$ cat src/rtl/core/frst_pkg.sv
`timescale 1ns / 1ps

package frst_pkg;

   localparam int IDX_W  = 11;
   localparam int DATA_W = 32;

   localparam logic OP_ADD   = 1'b0;
   localparam logic OP_QUERY = 1'b1;

   typedef struct packed {
      logic              is_query;
      logic              bad;
      logic [IDX_W-1:0]  pos_a;
      logic [IDX_W-1:0]  pos_b;
      logic [DATA_W-1:0] delta;
   } cmd_type;

   typedef enum logic [2:0] {
      ST_CLEAR,
      ST_IDLE,
      ST_UPDATE,
      ST_QHI,
      ST_QLO,
      ST_DONE
   } back_state_type;

   typedef enum logic [1:0] {
      PK_ADD,
      PK_SUB,
      PK_UPD
   } pend_kind_type;

endpackage

$ cat src/rtl/core/frst_front.sv
`timescale 1ns / 1ps

module frst_front #(
   parameter int SIZE = 1024
) (
   input  logic                        req_valid,
   output logic                        req_ready,
   input  logic                        req_op,
   input  logic [frst_pkg::IDX_W-1:0]  req_lo_index,
   input  logic [frst_pkg::IDX_W-1:0]  req_hi_index,
   input  logic [frst_pkg::DATA_W-1:0] req_delta,
   input  logic                        clearing,
   output logic                        push_valid,
   input  logic                        push_ready,
   output frst_pkg::cmd_type           push_cmd
);
   import frst_pkg::*;

   localparam int CW = ($clog2(SIZE + 1) > IDX_W) ? $clog2(SIZE + 1) : IDX_W;
   localparam logic [CW-1:0] SIZE_C = CW'(SIZE);

   logic lo_bad;
   logic hi_bad;
   logic query;
   logic bad;

   always_comb begin
      query  = (req_op == OP_QUERY);
      lo_bad = (req_lo_index == '0) || (CW'(req_lo_index) > SIZE_C);
      hi_bad = (req_hi_index == '0) || (CW'(req_hi_index) > SIZE_C)
               || (req_lo_index > req_hi_index);
      bad    = query ? (lo_bad || hi_bad) : lo_bad;
   end

   // a bad update is dropped here and never reaches the queue
   assign req_ready  = !clearing && (push_ready || (!query && bad));
   assign push_valid = req_valid && !clearing && !(!query && bad);

   always_comb begin
      push_cmd.is_query = query;
      push_cmd.bad      = bad;
      push_cmd.pos_a    = query ? req_hi_index : req_lo_index;
      push_cmd.pos_b    = req_lo_index - IDX_W'(1);
      push_cmd.delta    = req_delta;
   end

endmodule

$ cat config.mk
export PLATFORM = sky130hd
export DESIGN_NAME = frst_front
export DESIGN_NICKNAME = d
export VERILOG_FILES = /design/src/rtl/core/frst_pkg.sv /design/src/rtl/core/frst_front.sv
export SDC_FILE = /design/constraint.sdc
export NUM_CORES = 1
export LEC_CHECK = 0
export BUFFER_PORTS_ARGS = -buffer_cell sky130_fd_sc_hd__buf_4
export CAP_MARGIN = 40
export CORE_MARGIN = 2
export CORE_UTILIZATION = 37
export DETAILED_ROUTE_END_ITERATION = 8
export PLACE_DENSITY_LB_ADDON = 0.1
export SYNTH_ARGS = -nofsm -noshare
export SYNTH_HDL_FRONTEND = slang
export SYNTH_SLANG_ARGS = --single-unit
$ cat constraint.sdc
create_clock -name vclk -period 3.2
set_input_delay 0.64 -clock vclk [all_inputs]
set_output_delay 0.64 -clock vclk [all_outputs]
set_load 0.1 [all_outputs]
# After elaboration in Yosys (flattened, before gate mapping)
# Index checks and enable logic that the tools add are counted.
op_classes:
  add_sub_neg: 1
  n_lt_le_gt_ge: 3
  n_mux: 2
  reduce_logical: 14
op_table:
  columns: ["op", "n"]
  rows:
  - ["11-bit > comparator (second input constant)", 2]
  - ["11-bit logical NOT", 2]
  - ["11-bit > comparator", 1]
  - ["11-bit two-way mux", 1]
  - ["11-bit by 1-bit subtractor with 11-bit output (second input constant)", 1]
  - ["1-bit logical OR", 5]
  - ["1-bit logical AND", 4]
  - ["1-bit logical NOT", 3]
  - ["1-bit two-way mux", 1]
totals:
  ff_bits: 0
  input_bits: 58
  out_inout_bits: 58

# Longest topological paths before layout
logic_depth:
  word_depth: 8
  mapped_depth: 7

# Worst setup path before layout
# No wires, ideal clock.
synth_timing:
  path_type: "input to output"
  from: "input port req_lo_index[0] (netlist name)"
  to: "output port push_cmd[42] (netlist name)"
  arrival_ps: 3460
  required_ps: 2560
  setup_slack_ps: -900
  cell_stages: 5
  path_buffers: 0
  cell_sequence: "inv_1 > ha_1 > and2_1 > nand3_1 > xnor2_1"
synth_lines:
  columns: ["element", "line", "source"]
  rows:
  - ["start, declared", "frst_front.sv:9", "input logic [frst_pkg::IDX_W-1:0] req_lo_index,"]
  - ["end, declared", "frst_front.sv:15", "output frst_pkg::cmd_type push_cmd"]

==> qor.txt <==
1st-iter DRT viols - 5
Post-route DRC - 0
worst path required time - 2.56 ns
Avg Cell Area, Syn - 7.43 µm²
leakage power - 0.599 nW
Worst Path Buf+Inv - 2
Yosys warning count - 0
Total Power - 327 µW
Startpoint Class - input port
PwrDens - 276 mW/mm²
final worst-path cycle share - 0.902
standard-cell row count - 18
area grow syn2layout - 27.8%
Hold Vio Cnt, Final - 0
post-CTS sizing - 0
Top delay family on crit path - compound AO/OA/AOI/OAI gates
Max Slew Vio Count - 0
die area - 0.00293 mm²
post-route minimum period - 2.89 ns
outcome - completed
Most Frequent Cell on Critical Path - buf_4
First-pass DRT Iterations - 4
Rel. slew slack - 0.715
maximum clock frequency - 0.347 GHz
Core ar. - 0.00243 mm²
Via density - 5.15
Ports - 116
Hold Path End - push_cmd[11]
worst hold path type - input port to output port
Flop pwr share - 0
number of clock-tree buffers in the layout - 0
clock power share - 0
DRT Wirelength - 2.35 mm
cells after synthesis - 125
hold path depth - 0
initial antenna violation count - 0
fin nets - 214
CP arrival - 2.25 ns
Final Non-Filler Cells - 171
Detail Route Antenna Nets - 0
Initial Util - 0.382
largest net degree at the start of global routing - 19
worst hold slack - 1.28 ns
postcts setup bufs - 0
Crit Path Category - input port to output port
gp weighted congestion - 0.766
seq_cells - 0
Max IR drop VDD - 0.195 mV
Worst-Margin Slew - 0.424 ns
number of global-route vias before repair - 824
internal power - 86.2 µW
DIE WIDTH - 54.1 µm
share of cells above drive strength 1 - 0.518
Hold Buf Count CTS - 0
Mapped Area - 928 µm²
total track usage - 0.160
Critical Path, Cell by Cell - buf_4, ha_1, a21oi_1, o21ai_0, a2111oi_0, o221ai_1, buf_4
max_cap viols - 0
Worst setup EP type - output port
Synth cell types - 24
first-pass GRT wire length - 3.58 mm
switching power - 241 µW
Placed Instances - 171
fillcell total - 257
post-DP HPWL - 2.08 mm
Ant. Diodes - 0
Hold Startpoint - req_delta[11]
total number of vias - 880
# setup viols final - 0
die height - 54.1 µm
sequential fraction of the synthesis area - 0
Comb pwr share - 1.000
gr ovfl total - 0
I/O Buffers - 52
Post-Syn Nets - 196
switching share of total power - 0.737
Max stage delay on crit path - 0.43 ns
slowest CP cell - a2111oi_0
Seq. cell area - 0 µm²
post-DR wirelength/cell - 13.7 µm
RSZ-0062 raised after global routing - no
CP Max Fanout - 7
layer usage:
| metal | up-vias | GRT usage | routed length (µm) |
|---|---|---|---|
| met5 | - | 0 | 0 |
| met4 | 0 | 0.0375 | 53 |
| met3 | 12 | 0.0167 | 206 |
| met2 | 47 | 0.313 | 1170 |
| met1 | 399 | 0.181 | 918 |
| li1 | 422 | - | - |
worst max-delay path by stage:
stage,cells past startpoint,slack [ns],startpoint,endpoint
after floorplan,5,-0.06,req_lo_index[0],push_cmd[42]
after global routing,7,0.08,req_lo_index[4],push_cmd[54]
after CTS,7,0.28,req_lo_index[4],push_cmd[54]
after global placement,7,0.33,req_lo_index[8],push_cmd[54]
after detailed placement,7,0.29,req_lo_index[6],push_cmd[54]
final,7,0.31,req_lo_index[4],push_cmd[54]
power groups by stage:
stage	Combinational [mW]	Clock, mW	Sequential [mW]
after floorplan	0.432	0	0
after CTS	0.330	0	0
after global placement	0.326	0	0
final	0.327	0	0
after global routing	0.344	0	0
after detailed placement	0.329	0	0
synth_stat cells:
master / n / area (µm²)
o211a_1: 1 / 10.0
a21oi_1: 3 / 15.0
buf_4: 34 / 255
nor2_1: 5 / 18.8
ha_1: 13 / 163
a211oi_1: 2 / 15.0
nand3_1: 3 / 15.0
nor4_1: 3 / 18.8
nand2_1: 7 / 26.3
buf_2: 2 / 10.0
nand4_1: 4 / 25.0
xor2_1: 6 / 52.6
o31ai_1: 2 / 15.0
nand3b_1: 1 / 7.51
a2111oi_0: 1 / 8.76
nor4_4: 1 / 21.3
mux2_2: 9 / 101
o31ai_2: 1 / 12.5
and2_1: 1 / 6.26
nor3b_1: 1 / 7.51
xnor2_1: 4 / 35.0
o21ai_0: 4 / 20.0
o221ai_1: 1 / 8.76
inv_1: 16 / 60.1
per-stage QoR:
stage	setup TNS (ns)	cell area [µm²]	utilization	worst slack (ns)
after detailed placement	0	1190	0.488	0.291
after global placement	0	1190	0.488	0.331
after global routing	0	1190	0.488	0.0799
final	0	1190	0.488	0.314
after floorplan	-0.145	1020	-	-0.0637
after CTS	0	1190	0.488	0.282
cell families (layout without fill, tap and decap cells):
logic type	after synthesis	after routing	share of synthesized area
compound gates	15	15	0.113
xor+xnor	10	10	0.0943
fa+ha+maj	13	13	0.175
simple gates	26	26	0.158
mux	9	9	0.109
buf+inv	52	68	0.350
cell usage in the layout, fill, tap and decap left out, types with 2 or more instances in the layout:
cell type / n
mux2_2: 9
ha_1: 13
nor2_1: 5
o21ai_1: 2
a211oi_1: 2
o31ai_1: 2
nand2_1: 7
xor2_2: 4
nand3_1: 3
xnor2_2: 2
nand4_1: 4
buf_4: 52
nor4_1: 3
o21ai_0: 2
inv_1: 15
a21oi_1: 3
final cells by class:
class	instances	area [µm²]	share of cell area
Timing Repair Buffer	52	390	0.329
Inverter	16	63.8	0.0538
Tap cell	30	37.5	0.0316
Multi-Input combinational cell	73	694	0.585
Note: power is estimated with default switching activity, not from simulation.
