--- src/rtl/core/frst_pkg.sv ---
`timescale 1ns / 1ps

package frst_pkg;

   localparam int IDX_W  = 11;
   localparam int DATA_W = 32;

   localparam logic OP_ADD   = 1'b0;
   localparam logic OP_QUERY = 1'b1;

   typedef struct packed {
      logic              is_query;
      logic              bad;
      logic [IDX_W-1:0]  pos_a;
      logic [IDX_W-1:0]  pos_b;
      logic [DATA_W-1:0] delta;
   } cmd_type;

   typedef enum logic [2:0] {
      ST_CLEAR,
      ST_IDLE,
      ST_UPDATE,
      ST_QHI,
      ST_QLO,
      ST_DONE
   } back_state_type;

   typedef enum logic [1:0] {
      PK_ADD,
      PK_SUB,
      PK_UPD
   } pend_kind_type;

endpackage

--- src/rtl/core/frst_queue.sv ---
`timescale 1ns / 1ps

module frst_queue (
   input  logic              clock,
   input  logic              reset,
   input  logic              in_valid,
   output logic              in_ready,
   input  frst_pkg::cmd_type in_cmd,
   output logic              out_valid,
   input  logic              out_ready,
   output frst_pkg::cmd_type out_cmd
);
   import frst_pkg::*;

   cmd_type    slot_ff [2];
   logic       wr_ptr_ff, wr_ptr_in;
   logic       rd_ptr_ff, rd_ptr_in;
   logic [1:0] count_ff, count_in;
   logic       push;
   logic       pop;

   assign in_ready  = (count_ff != 2'd2);
   assign out_valid = (count_ff != 2'd0);
   assign out_cmd   = slot_ff[rd_ptr_ff];
   assign push      = in_valid && in_ready;
   assign pop       = out_valid && out_ready;

   always_comb begin
      wr_ptr_in = push ? !wr_ptr_ff : wr_ptr_ff;
      rd_ptr_in = pop ? !rd_ptr_ff : rd_ptr_ff;
      count_in  = count_ff + {1'b0, push} - {1'b0, pop};
   end

   always_ff @(posedge clock) begin
      if (reset) begin
         wr_ptr_ff <= 1'b0;
         rd_ptr_ff <= 1'b0;
         count_ff  <= 2'd0;
      end else begin
         wr_ptr_ff <= wr_ptr_in;
         rd_ptr_ff <= rd_ptr_in;
         count_ff  <= count_in;
      end
      if (push) begin
         slot_ff[wr_ptr_ff] <= in_cmd;
      end
   end

endmodule

--- config.mk ---
export PLATFORM = sky130hd
export DESIGN_NAME = frst_queue
export DESIGN_NICKNAME = d
export VERILOG_FILES = /design/src/rtl/core/frst_pkg.sv /design/src/rtl/core/frst_queue.sv
export SDC_FILE = /design/constraint.sdc
export NUM_CORES = 1
export LEC_CHECK = 0
export ABC_CLOCK_PERIOD_IN_PS = 6200
export BUFFER_PORTS_ARGS = -buffer_cell sky130_fd_sc_hd__buf_2
export CAP_MARGIN = 25
export CORE_AREA = 3 3 94 96
export DETAILED_ROUTE_END_ITERATION = 10
export DIE_AREA = 0 0 97 99
export GPL_TIMING_DRIVEN = 0
export PLACE_DENSITY = 0.85
export SLEW_MARGIN = 20
export SYNTH_ARGS = -nofsm -noshare
export SYNTH_HDL_FRONTEND = slang
export SYNTH_SLANG_ARGS = --single-unit
--- constraint.sdc ---
create_clock -name clock -period 6.2 [get_ports clock]
set_input_delay 0.31 -clock clock [delete_from_list [all_inputs] [get_ports clock]]
set_output_delay 0.31 -clock clock [all_outputs]
set_load 0.01 [all_outputs]
# == Word-level counts from Yosys, hierarchy flattened ==
# Memory sizes are Yosys's and may differ from the RTL's. A register that Yosys moved wholly into a read port is not among the register bits.
# Index checks and enable logic that the tools add are counted.
# op_classes
n_addsub,2
n_eq_ne,1
mux,4
n_reduce_logical,5
# op_table
operator,n
1-bit two-way mux,4
2-bit by 1-bit adder with 2-bit output,1
1-bit logical AND,2
1-bit logical NOT,2
2-bit inequality test (second input constant),1
2-bit nonzero test,1
2-bit by 1-bit subtractor with 2-bit output,1
# word_totals
reg_bits,4
ramBits,112
input_bits,60
out_inout_bits,58
elab_cells,16
mem_count,1
# mem_list
memory,depth,word_bits,rd,rd_ports_with_merged_regs,write_ports,line,rtl
slot_ff,2,56,1,1,1,frst_queue.sv:15,cmd_type slot_ff [2];

# == Longest topological paths before layout ==
# depth
depth_word,4
ltp_mapped,6
ltp_nobuf,6

# == Least setup slack after synthesis ==
# OpenSTA, ideal clock, no wires.
# synth_path
kind,register -> register
start,register count_ff[0]
end,memory slot_ff[0][0] in the netlist's numbering (enable)
setup_time_ns,0.410
arrival_time_ns,1.830
t_required_ns,5.790
path_slack_ns,3.960
path_stages_with_launch,4
path_buffers,0
synth_period_minus_slack_ns,2.240
cell_sequence,dfxtp_1 nand2b_1 nand3b_1 inv_1
# synth_between
elab_chain_cells,4
# synth_rtl
element,line,rtl
from (decl),frst_queue.sv:18,"logic [1:0] count_ff, count_in;"
from (signal assigned),frst_queue.sv:42,count_ff <= count_in;
2-bit inequality test,frst_queue.sv:22,assign in_ready = (count_ff != 2'd2);
net in_ready,frst_queue.sv:7,"output logic in_ready,"
1-bit logical AND,frst_queue.sv:25,assign push = in_valid && in_ready;
1-bit two-way mux,frst_queue.sv:44,if (push) begin
1-bit two-way mux (not written as such),frst_queue.sv:45,slot_ff[wr_ptr_ff] <= in_cmd;
to (decl),frst_queue.sv:15,
# The timed path passes the listed nets, and every way through them passes these cells.

==> flow_summary.ini <==
[outcome]
status = finished, final reports clean

[logic_synthesis]
synth_flop_cell = edfxtp_1
yosys_warnings = 0
async_reset_ff_share_pct = 0
avgSynthCellArea_sq_um = 22.0
ys_top_cells_by_area = edfxtp_1, mux2_4, mux2_1
synth_top_area_share_pct = 75.2
ys_ff_latch = 117
synth_common_cells = edfxtp_1, mux2_4, mux2_1
synth.cell_area_sq_um = 4470
yosysMostFrequentCell = edfxtp_1
synthCells = 203
ys_seq_area_share_pct = 77.4
synth_cell_types = 28
synth_edf_count = 112
syn-num-nets = 264
yosys.area.top_type = edfxtp_1

[timing]
rsz0062_at_grt = no
finalHoldViolations = 0
setup_viol = 0
setup_tns_ns = 0
min_period_ns = 2.03
skew_ns = 0.00712
finalMaxSlewViolations = 0
max_freq_mhz = 493
relSlewSlack_pct = 48.2
final.hold.worst_slack_ns = 0.0212
worst_pin_slew_ns = 0.777
fin_crit_sh_pct = 32.7

[routing]
wirelength_um = 8550
dr.first_iter.drc_count = 49
drt-pass1-iter-count = 4
drc_errors = 0
viasPerCell = 4.94
detail-route-antenna-nets = 0
num_vias = 2505
wl_per_cell_um = 16.9

[clocking]
root_buffer = clkbuf_8
cts_tree = built
clkTransAtPathRegs_ns = 0.06
htreeDepth = 4
post_cts_buffers = 0
clockBufferDepth = 2
numCtsBuffers = 17
cts_hold_buf = 50
post_cts_resized = 0
cts.sinks = 117
clkLatencyLatePin_ns = 0.50

[finish]
postLayoutCellArea_sq_um = 6280
n_antenna_cell = 0
final_layout_size_suffix_gt1_share_pct = 50.5
utilization_pct = 77.2
final_nets = 450
syn_to_final_growth_pct = 40.4

[critical_path]
crit_end = out_cmd[24]
r2r-start = count_ff[0]
crit_type = flip-flop to output pin
regToRegSetupSlack_ns = 4.37
worst_setup_path_start_kind = flip-flop
worstPathMaxFanout = 10
crit_path_end_kind = output pin
critPathArrivalTime_ns = 1.72
r2r-end = slot_ff[0][6]
rr_worst_depth = 3
cp.required_ns = 5.89

[floorplanning]
die_h_um = 99
num_rows = 33
start_util_pct = 55.0
core_area_sq_um = 8130
ios = 118
die_w_um = 97
die-area_sq_um = 9600

[worst_hold_path]
min-delay-path-class = primary input to flip-flop
min_path_cells = 1

[grt]
grt_pass1_wl_um = 13700
grt_remaining_overflow = 0
grt_max_degree = 57
antenna_found_initial = 0
grt.total_usage_pct = 18.7
grt_pass1_vias = 2777

[place]
port_buffers = 117
placedInstanceArea_sq_um = 5200
gp_congestion = 0.730
hpwl_um = 5030

[pwr]
p_leak_nw = 2.49
total_power_w = 0.00243
ir_drop_mv = 0.291
power_density_nw_per_um2 = 386

[flow_run]
max_cap_viol_count = 0
==> cells in the final DEF, fill, tap and decap left out, types with 2 or more instances in the layout <==
| cell | count |
|---|---|
| buf_2 | 118 |
| inv_8 | 2 |
| clkinvlp_4 | 3 |
| dfxtp_1 | 5 |
| nor2b_1 | 2 |
| clkbuf_16 | 16 |
| edfxtp_1 | 112 |
| dlygate4sd3_1 | 50 |
| bufinv_16 | 2 |
| inv_6 | 6 |
| mux2_4 | 40 |
| buf_6 | 4 |
| and3_4 | 2 |
| mux2_2 | 2 |
| mux2_1 | 14 |
| clkinv_2 | 2 |
| nor2_1 | 4 |
==> state kept, by name, summed over array words and instances, names as in the netlist, named ones only <==
| signal | cells |
|---|---|
| slot_ff | 112 |
| wr_ptr_ff | 1 |
| count_ff | 2 |
| rd_ptr_ff | 1 |
==> critical path, stage by stage (launching register included) <==
cell	delay [ns]
dfxtp_1	0.32
buf_4	0.22
buf_6	0.21
mux2_4	0.32
buf_2	0.15
==> kinds of logic after synthesis <==
group	share of synthesized area, %
flip-flops	77.4
XOR/XNOR	0.196
adder cells (fa/ha/maj)	0.280
buffers and inverters	1.37
AND/OR/NAND/NOR	2.32
AO/OA/AOI/OAI	0.978
multiplexers	17.4
==> layer usage <==
metal  wire length, um  share of wire, %  GRT usage, %
met5                 0                 0             0
met3               423               4.9          4.95
met2              4650                54          35.1
met4               108               1.3          6.26
met1              3360                39          20.4
==> report_power, final <==
part / internal (W) / total [W] / switching (W) / leakage, nW
Combinational: 0.000257 / 0.000488 / 0.000231 / 1.12
Sequential: 0.000962 / 0.000990 / 0.0000280 / 1.09
Clock: 0.000583 / 0.000948 / 0.000366 / 0.280
Total: 0.00180 / 0.00243 / 0.000625 / 2.49
==> final cells by class <==
class / count / area (sq um)
sequential: 117 / 3460
fill: 466 / 1850
buffer: 6 / 57.6
inverter: 1 / 6.26
tap: 105 / 131
clock buffer: 17 / 414
multi-input combinational: 79 / 953
clock inverter: 15 / 168
timing repair buffer: 167 / 1090
==> through the flow <==
step                      instances  worst slack, ns
after global routing            507             4.08
after detailed placement        425             4.39
final                           507             4.17
after global placement          425             3.48
after floorplan                 203             3.96
after CTS                       507             4.13
==> worst min path at each step <==
stage | from | end | slack, ns
after floorplan | reset | wr_ptr_ff | 0.38
after global placement | rd_ptr_ff | rd_ptr_ff | 0.49
after detailed placement | in_cmd[49] | slot_ff[1][49] | 0.50
after CTS | in_cmd[6] | slot_ff[1][6] | 0.0005
after global routing | in_cmd[19] | slot_ff[1][19] | 0.003
final | in_cmd[6] | slot_ff[1][6] | 0.02
(Power assumes the default switching activity.)
